<file path="src/rtl/lob_pkg.sv">
// ----------------------------------------------------------------------------
// lob_pkg
// Shared constants, codes and types for the limit order book matcher.
// ----------------------------------------------------------------------------
`default_nettype none

package lob_pkg;

  localparam int ORDER_SLOTS = 32;
  localparam int PRICE_BITS  = 16;
  localparam int QTY_BITS    = 24;
  localparam int ID_BITS     = 32;
  localparam int MAX_TRADES  = 32;
  localparam int SLOT_W      = $clog2(ORDER_SLOTS);
  localparam int TRD_W       = $clog2(MAX_TRADES);
  localparam int CNT_W       = $clog2(MAX_TRADES + 1);

  // operation codes
  localparam logic [1:0] OP_NEW     = 2'd0;
  localparam logic [1:0] OP_CANCEL  = 2'd1;
  localparam logic [1:0] OP_RESTORE = 2'd2;

  // outcome codes
  localparam logic [2:0] OUTC_RESTED    = 3'd0;
  localparam logic [2:0] OUTC_FILLED    = 3'd1;
  localparam logic [2:0] OUTC_MKT_DROP  = 3'd2;
  localparam logic [2:0] OUTC_FULL      = 3'd3;
  localparam logic [2:0] OUTC_RESTORED  = 3'd4;
  localparam logic [2:0] OUTC_CANCELLED = 3'd5;
  localparam logic [2:0] OUTC_NOT_FOUND = 3'd6;
  localparam logic [2:0] OUTC_TRADE     = 3'd0;

  typedef struct packed {
    logic [1:0]            operation;
    logic [ID_BITS-1:0]    order_id;
    logic                  is_sell;
    logic                  is_market;
    logic [PRICE_BITS-1:0] limit_price;
    logic [QTY_BITS-1:0]   order_qty;
  } in_t;

  typedef struct packed {
    logic                  is_final;
    logic [ID_BITS-1:0]    buy_id;
    logic [ID_BITS-1:0]    sell_id;
    logic [PRICE_BITS-1:0] trade_price;
    logic [QTY_BITS-1:0]   trade_qty;
    logic [QTY_BITS-1:0]   buy_left;
    logic [QTY_BITS-1:0]   sell_left;
    logic [2:0]            outcome;
    logic [PRICE_BITS-1:0] best_bid;
    logic [PRICE_BITS-1:0] best_ask;
  } out_t;

  typedef struct packed {
    logic [ID_BITS-1:0]    buy_id;
    logic [ID_BITS-1:0]    sell_id;
    logic [PRICE_BITS-1:0] price;
    logic [QTY_BITS-1:0]   qty;
    logic [QTY_BITS-1:0]   buy_left;
    logic [QTY_BITS-1:0]   sell_left;
  } trade_t;

  typedef struct packed {
    logic latch;
    logic scan_clr;
    logic scan_step;
    logic act;
    logic rd_clr;
    logic emit_trade;
    logic emit_final;
  } cmd_t;

  typedef struct packed {
    logic scan_last;
    logic can_fill;
    logic has_trades;
    logic rd_last;
    logic out_free;
  } sts_t;

endpackage

`default_nettype wire

</file>
<file path="src/rtl/lob_ctrl.sv">
// ----------------------------------------------------------------------------
// lob_ctrl
// Sequencer: scan passes over the slot table, fills, resolve, emit.
// ----------------------------------------------------------------------------
`default_nettype none

module lob_ctrl (
  input  wire logic          clk_i,
  input  wire logic          rst_ni,
  input  wire logic          in_valid_i,
  output logic               in_stall_o,
  input  wire lob_pkg::sts_t sts_i,
  output lob_pkg::cmd_t      cmd_o
);

  localparam logic [2:0] S_IDLE = 3'd0;
  localparam logic [2:0] S_SCAN = 3'd1;
  localparam logic [2:0] S_ACT  = 3'd2;
  localparam logic [2:0] S_RD   = 3'd3;
  localparam logic [2:0] S_EMIT = 3'd4;
  localparam logic [2:0] S_FIN  = 3'd5;

  logic [2:0] state_q, state_d;
  logic       final_q, final_d;

  assign in_stall_o = (state_q != S_IDLE);

  always_comb begin
    state_d = state_q;
    final_d = final_q;
    cmd_o   = '0;
    unique case (state_q)
      S_IDLE: begin
        if (in_valid_i) begin
          cmd_o.latch    = 1'b1;
          cmd_o.scan_clr = 1'b1;
          final_d        = 1'b0;
          state_d        = S_SCAN;
        end
      end
      S_SCAN: begin
        cmd_o.scan_step = 1'b1;
        if (sts_i.scan_last) begin
          if (!final_q) begin
            state_d = S_ACT;
          end else if (sts_i.has_trades) begin
            cmd_o.rd_clr = 1'b1;
            state_d      = S_RD;
          end else begin
            state_d = S_FIN;
          end
        end
      end
      S_ACT: begin
        // a fill needs a fresh search; anything else goes to the closing pass
        cmd_o.act      = 1'b1;
        cmd_o.scan_clr = 1'b1;
        final_d        = !sts_i.can_fill;
        state_d        = S_SCAN;
      end
      S_RD: begin
        state_d = S_EMIT;
      end
      S_EMIT: begin
        if (sts_i.out_free) begin
          cmd_o.emit_trade = 1'b1;
          state_d          = sts_i.rd_last ? S_FIN : S_RD;
        end
      end
      S_FIN: begin
        if (sts_i.out_free) begin
          cmd_o.emit_final = 1'b1;
          state_d          = S_IDLE;
        end
      end
      default: state_d = S_IDLE;
    endcase
  end

  always_ff @(posedge clk_i or negedge rst_ni) begin
    if (!rst_ni) begin
      state_q <= S_IDLE;
      final_q <= 1'b0;
    end else begin
      state_q <= state_d;
      final_q <= final_d;
    end
  end

endmodule

`default_nettype wire

</file>
<file path="config.mk">
export PLATFORM = sky130hd
export DESIGN_NAME = lob_ctrl
export DESIGN_NICKNAME = d
export VERILOG_FILES = /design/src/rtl/lob_pkg.sv /design/src/rtl/lob_ctrl.sv
export SDC_FILE = /design/constraint.sdc
export NUM_CORES = 1
export LEC_CHECK = 0
export BUFFER_PORTS_ARGS = -buffer_cell sky130_fd_sc_hd__buf_2
export CORE_AREA = 5 5 42 44
export CTS_CLUSTER_DIAMETER = 30
export CTS_CLUSTER_SIZE = 14
export DETAILED_ROUTE_END_ITERATION = 10
export DIE_AREA = 0 0 47 49
export GPL_TIMING_DRIVEN = 1
export PLACE_DENSITY = 0.49
export SLEW_MARGIN = 20
export SYNTH_ARGS = -nofsm -noshare
export SYNTH_HDL_FRONTEND = slang
export SYNTH_SLANG_ARGS = --single-unit
</file>
<file path="constraint.sdc">
create_clock -name clk_i -period 3.4 [get_ports clk_i]
set_input_delay 0.68 -clock clk_i [delete_from_list [all_inputs] [get_ports clk_i]]
set_output_delay 0.68 -clock clk_i [all_outputs]
set_load 0.01 [all_outputs]
</file>
Yosys cells after proc, flatten, opt, wreduce, memory -nomap -nowiden
Index checks and enable logic that the tools add are counted.

Eq/ne operators: 9. Multiplexer cells: 22. Reduce and logical (&&, ||, !) cells: 6.

Operators with widths (count): 3-bit two-way mux (7); 3-bit one-hot mux with 6 select lines (1); 1-bit two-way mux (11); 2-bit != test, second input constant (4); 3-bit by 2-bit == test with 1-bit output, second input constant (2); 3-bit == test, second input constant (2); 1-bit one-hot mux with 2 select lines (2); 4-bit AND reduction (1); 3-bit by 1-bit == test with 1-bit output, second input constant (1); 3-bit logical NOT (1); 3-bit nonzero test (1); 2-bit two-way mux (1); 2-bit AND reduction (1); 2-bit nonzero test (1); 1-bit logical NOT (1).

Bits in registers: 4. Input bits: 8. Output and inout bits: 8. Word-level logic and storage cells: 39.

Longest topological paths before layout
Word-level depth: 4. Depth in mapped cells: 5. Mapped depth without buffers: 4.

Least setup slack after synthesis
OpenSTA, ideal clock, no wires.

Path type: register to output. From: reg state_q[2]. To: out cmd_o[2] (netlist bit). Arrival: 1.043 ns. Data required time: 2.720 ns. Setup slack: 1.677 ns. Stages on the path, launching flop included: 4. Buffers on the path: 1. Cell sequence: dfrtp_1 buf_6 nor3b_2 and4_1.

RTL lines: start: declaration (line lob_ctrl.sv:23) `logic [2:0] state_q, state_d;`; start signal: assignment (line lob_ctrl.sv:85) `state_q <= state_d;`; end: declaration (line lob_ctrl.sv:13) `output lob_pkg::cmd_t cmd_o`.

==> key figures <==
Outcome
  • Result of the run: complete, no violations

Placement
  • Total of buffers placed on input and output ports: 15
  • RePlAce Congestion: between 0.6 and 0.7
  • Pre-CTS setup slack: approximately 1.6 ns
  • Cell count after placement: 70
  • Placed wire-length estimate after detailed placement: about 670 um

Timing
  • Setup violation total in the final timing report: 0
  • Min Tclk post-route: between 2 and 2.5 ns
  • Setup TNS after final layout: 0 ns
  • Max Clock Skew: around 0.0016 ns
  • Part of the cycle the worst path needs: 0.6117
  • Peak clock frequency supported by timing: 480.8 MHz
  • Count of pins over their slew limit: 0
  • Transition time at the pin with the least slew margin: 0.3826 ns
  • RSZ-0062 raised after global routing: false
  • Max-Slew Margin vs Limit: 0.7450
  • Final-report hold violation count: 0
  • Post-layout worst setup margin: 1.320 ns

Clock tree
  • Hold-fix buffer count after cts: 0
  • Clk pin slew, worst setup/hold paths: about 0.040 ns
  • Clock root buffer master: sky130_fd_sc_hd__clkbuf_4
  • Max clock buf depth: 2
  • Depth of the CTS H-tree: 1
  • Skew-Pair Late Insertion Delay: around 0.23 ns
  • CTS tree: yes
  • Sink count of the clock tree: 4
  • Number of buffers created by CTS: 3
  • Number of resized instances in the post-cts repair step: 0
  • Count of buffers added by post-CTS timing repair for setup: 0

Drt
  • Violation count after the first detailed-route iteration: 2
  • DRC errors left: 0
  • Average vias per placed instance: ~4.4
  • Count of vias placed by the detailed router: 320
  • Wire length after detailed routing: about 830 um
  • Number of search-and-repair iterations in the first detailed-routing pass: 4
  • Antenna-violating nets left: 0
  • Average wire per cell in the routed design: around 11 um

Min path
  • Worst hold path type: input port to async pin

Layout
  • Nets: 67
  • Share of layout cells above drive strength 1: 0.4211
  • Final cell count without fillers: 73
  • Layout Area Growth over Synthesis: 22.57%
  • Area used by sequential logic in the layout: roughly 100 um^2
  • Antenna diode count: 0
  • Multi-input gate area: ~200 um^2
  • Number of fillers in the final layout: between 150 and 200

Logic synthesis
  • Main area contributors after synthesis: sky130_fd_sc_hd__dfrtp_1 28%, sky130_fd_sc_hd__buf_6 6.3%, sky130_fd_sc_hd__inv_1 6.3%
  • Register bit count reported by yosys: 4
  • Distinct cell type count after synthesis: 22
  • Synth top area share: 0.2778
  • Syn Nets: 50
  • Biggest area consumer among synthesized cells: sky130_fd_sc_hd__dfrtp_1
  • Synthesized cell area: around 360 um^2
  • Post-synthesis area per instance: ~8.6 um^2
  • Post-synthesis sequential area ratio: 0.2778
  • Number of cells produced by synthesis: 42
  • Synth Warn #: 0

Worst setup path
  • Data required time at the worst endpoint: 2.72 ns
  • Critical path arrival: 1.40 ns
  • R2r setup slk: between 2 and 2.5 ns
  • Worst r2r src: state_q[1]
  • RR Endpoint: state_q[2]
  • Worst setup EP type: output port
  • Type of the worst setup path: flop to output port
  • Max FO, Critical Path: 11
  • Register-to-Register Path Depth: 4
  • Startpoint type of the worst setup path: flop

GRT
  • Maximum number of pins on one net before global-route repair: 12
  • Global route overflow: 0
  • Global-route wire length before repair: roughly 1400 um
  • GRT met1 Usage: 0.1236
  • Number of antenna violations at the first check in global routing: 0
  • Met2 Use GR: 0.1109
  • Global Route met3 Usage: 0.04059
  • Combined global-route utilization of all metal layers: 0.08815
  • GRT busiest layer: met1
  • Vias in the first global route: roughly 320

Power and ir drop
  • Cell Pwr Density: 776.6 nW/um^2
  • Clock group share of total power: 0.178
  • Total chip power: between 300 and 400 uW
  • Cell-internal power: approximately 190 uW
  • Peak ir drop on the vdd network: 0.0002308 V
  • Proportion of power drawn by combinational gates: 0.495
  • Register share of total power: 0.327
  • Net switching power of the design: roughly 150 uW
  • Sw Ratio: 0.4483
  • Leakage power: around 0.24 nW

Die
  • Top-Level Pins: 16
  • Horizontal die dimension: 47 um
  • Vertical die dimension: roughly 50 um
  • Number of placement rows: 14
  • Total Die Area: between 2000 and 2500 um^2
  • Initial core utilization: 0.2571
  • Core region area: roughly 1400 um^2

Run
  • Number of violations of the max-capacitance limit: 0
synth_stat cells (all sizes together):
cell	instances
a211oi	1
a21oi	4
and4	1
and4b	1
buf	2
clkbuf	1
dfrtp	4
inv	6
nand2	5
nand2b	2
nand3	1
nor2	3
nor3	2
nor3b	2
o21a	1
o21ai	2
o22ai	1
o32a	1
o32ai	1
xor2	1
final cells by class:
class                   count  share of cell area
multi-input cells          29              0.4561
flip-flops and latches      4              0.2266
repair buffers             15              0.1700
clock buffers               3             0.05099
inverters                   6             0.05099
well taps                  16             0.04533
kinds of logic (layout without fill, tap and decap cells):
| kind of cell | after synthesis | after routing | share of synthesized area |
|---|---|---|---|
| and+or+nand+nor | 17 | 17 | 0.3229 |
| AOI/OAI and AO/OA | 11 | 11 | 0.2118 |
| xor gates and xnor gates | 1 | 1 | 0.02431 |
| DFF | 4 | 4 | 0.2778 |
| buffers and inverters | 9 | 24 | 0.1632 |
how the worst max path moves through the flow:
stage	from	end	slack, ns
2_1_floorplan	state_q[2]	cmd_o[2]	1.68
3_3_place_gp	sts_i[0]	cmd_o[1]	1.57
3_5_place_dp	sts_i[0]	cmd_o[1]	1.55
4_1_cts	state_q[0]	cmd_o[2]	1.30
5_1_grt	state_q[0]	cmd_o[2]	1.18
6_report	state_q[0]	cmd_o[2]	1.32
flip-flops by register name, summed over array words and instances, names as in the netlist:
| signal | cells |
|---|---|
| state_q | 3 |
| final_q | 1 |
critical path, stage by stage, from the launching register on:
cell and delay (ns):
sky130_fd_sc_hd__dfrtp_1 0.56, sky130_fd_sc_hd__nor3b_2 0.28, sky130_fd_sc_hd__and4_1 0.20, sky130_fd_sc_hd__buf_2 0.12
through the flow:
step / hold slack (ns) / instance area (um^2) / util
6_report: 0.2427 / 441.7 / 0.3152
5_1_grt: 0.2381 / 441.7 / 0.3152
4_1_cts: 0.2354 / 441.7 / 0.3152
3_5_place_dp: 0.4905 / 419.2 / 0.2991
3_3_place_gp: 0.4863 / 419.2 / 0.2991
2_1_floorplan: 0.3844 / 360.3 / -
power groups by stage:
stage	Combinational, mW	Clock (mW)	Sequential [mW]
after floorplan	0.176	0	0.0777
after global placement	0.173	0	0.114
after detailed placement	0.171	0	0.113
after CTS	0.173	0.0639	0.112
after global routing	0.193	0.0675	0.119
final	0.170	0.0609	0.112
placed cells by master, fill, tap and decap left out, types with 2 or more instances in the layout:
cell type	n
sky130_fd_sc_hd__o21ai_0	2
sky130_fd_sc_hd__buf_2	15
sky130_fd_sc_hd__inv_1	6
sky130_fd_sc_hd__clkbuf_4	3
sky130_fd_sc_hd__nor3_1	2
sky130_fd_sc_hd__nand2_1	5
sky130_fd_sc_hd__dfrtp_1	4
sky130_fd_sc_hd__a21oi_1	4
sky130_fd_sc_hd__nor2_1	3
layer usage:
layer,share of wire,vias up
met4,0,0
met5,0,-
met1,0.48,134
met3,0.088,0
li1,-,175
met2,0.43,11
No activity file was read; power rests on OpenSTA's default activity.
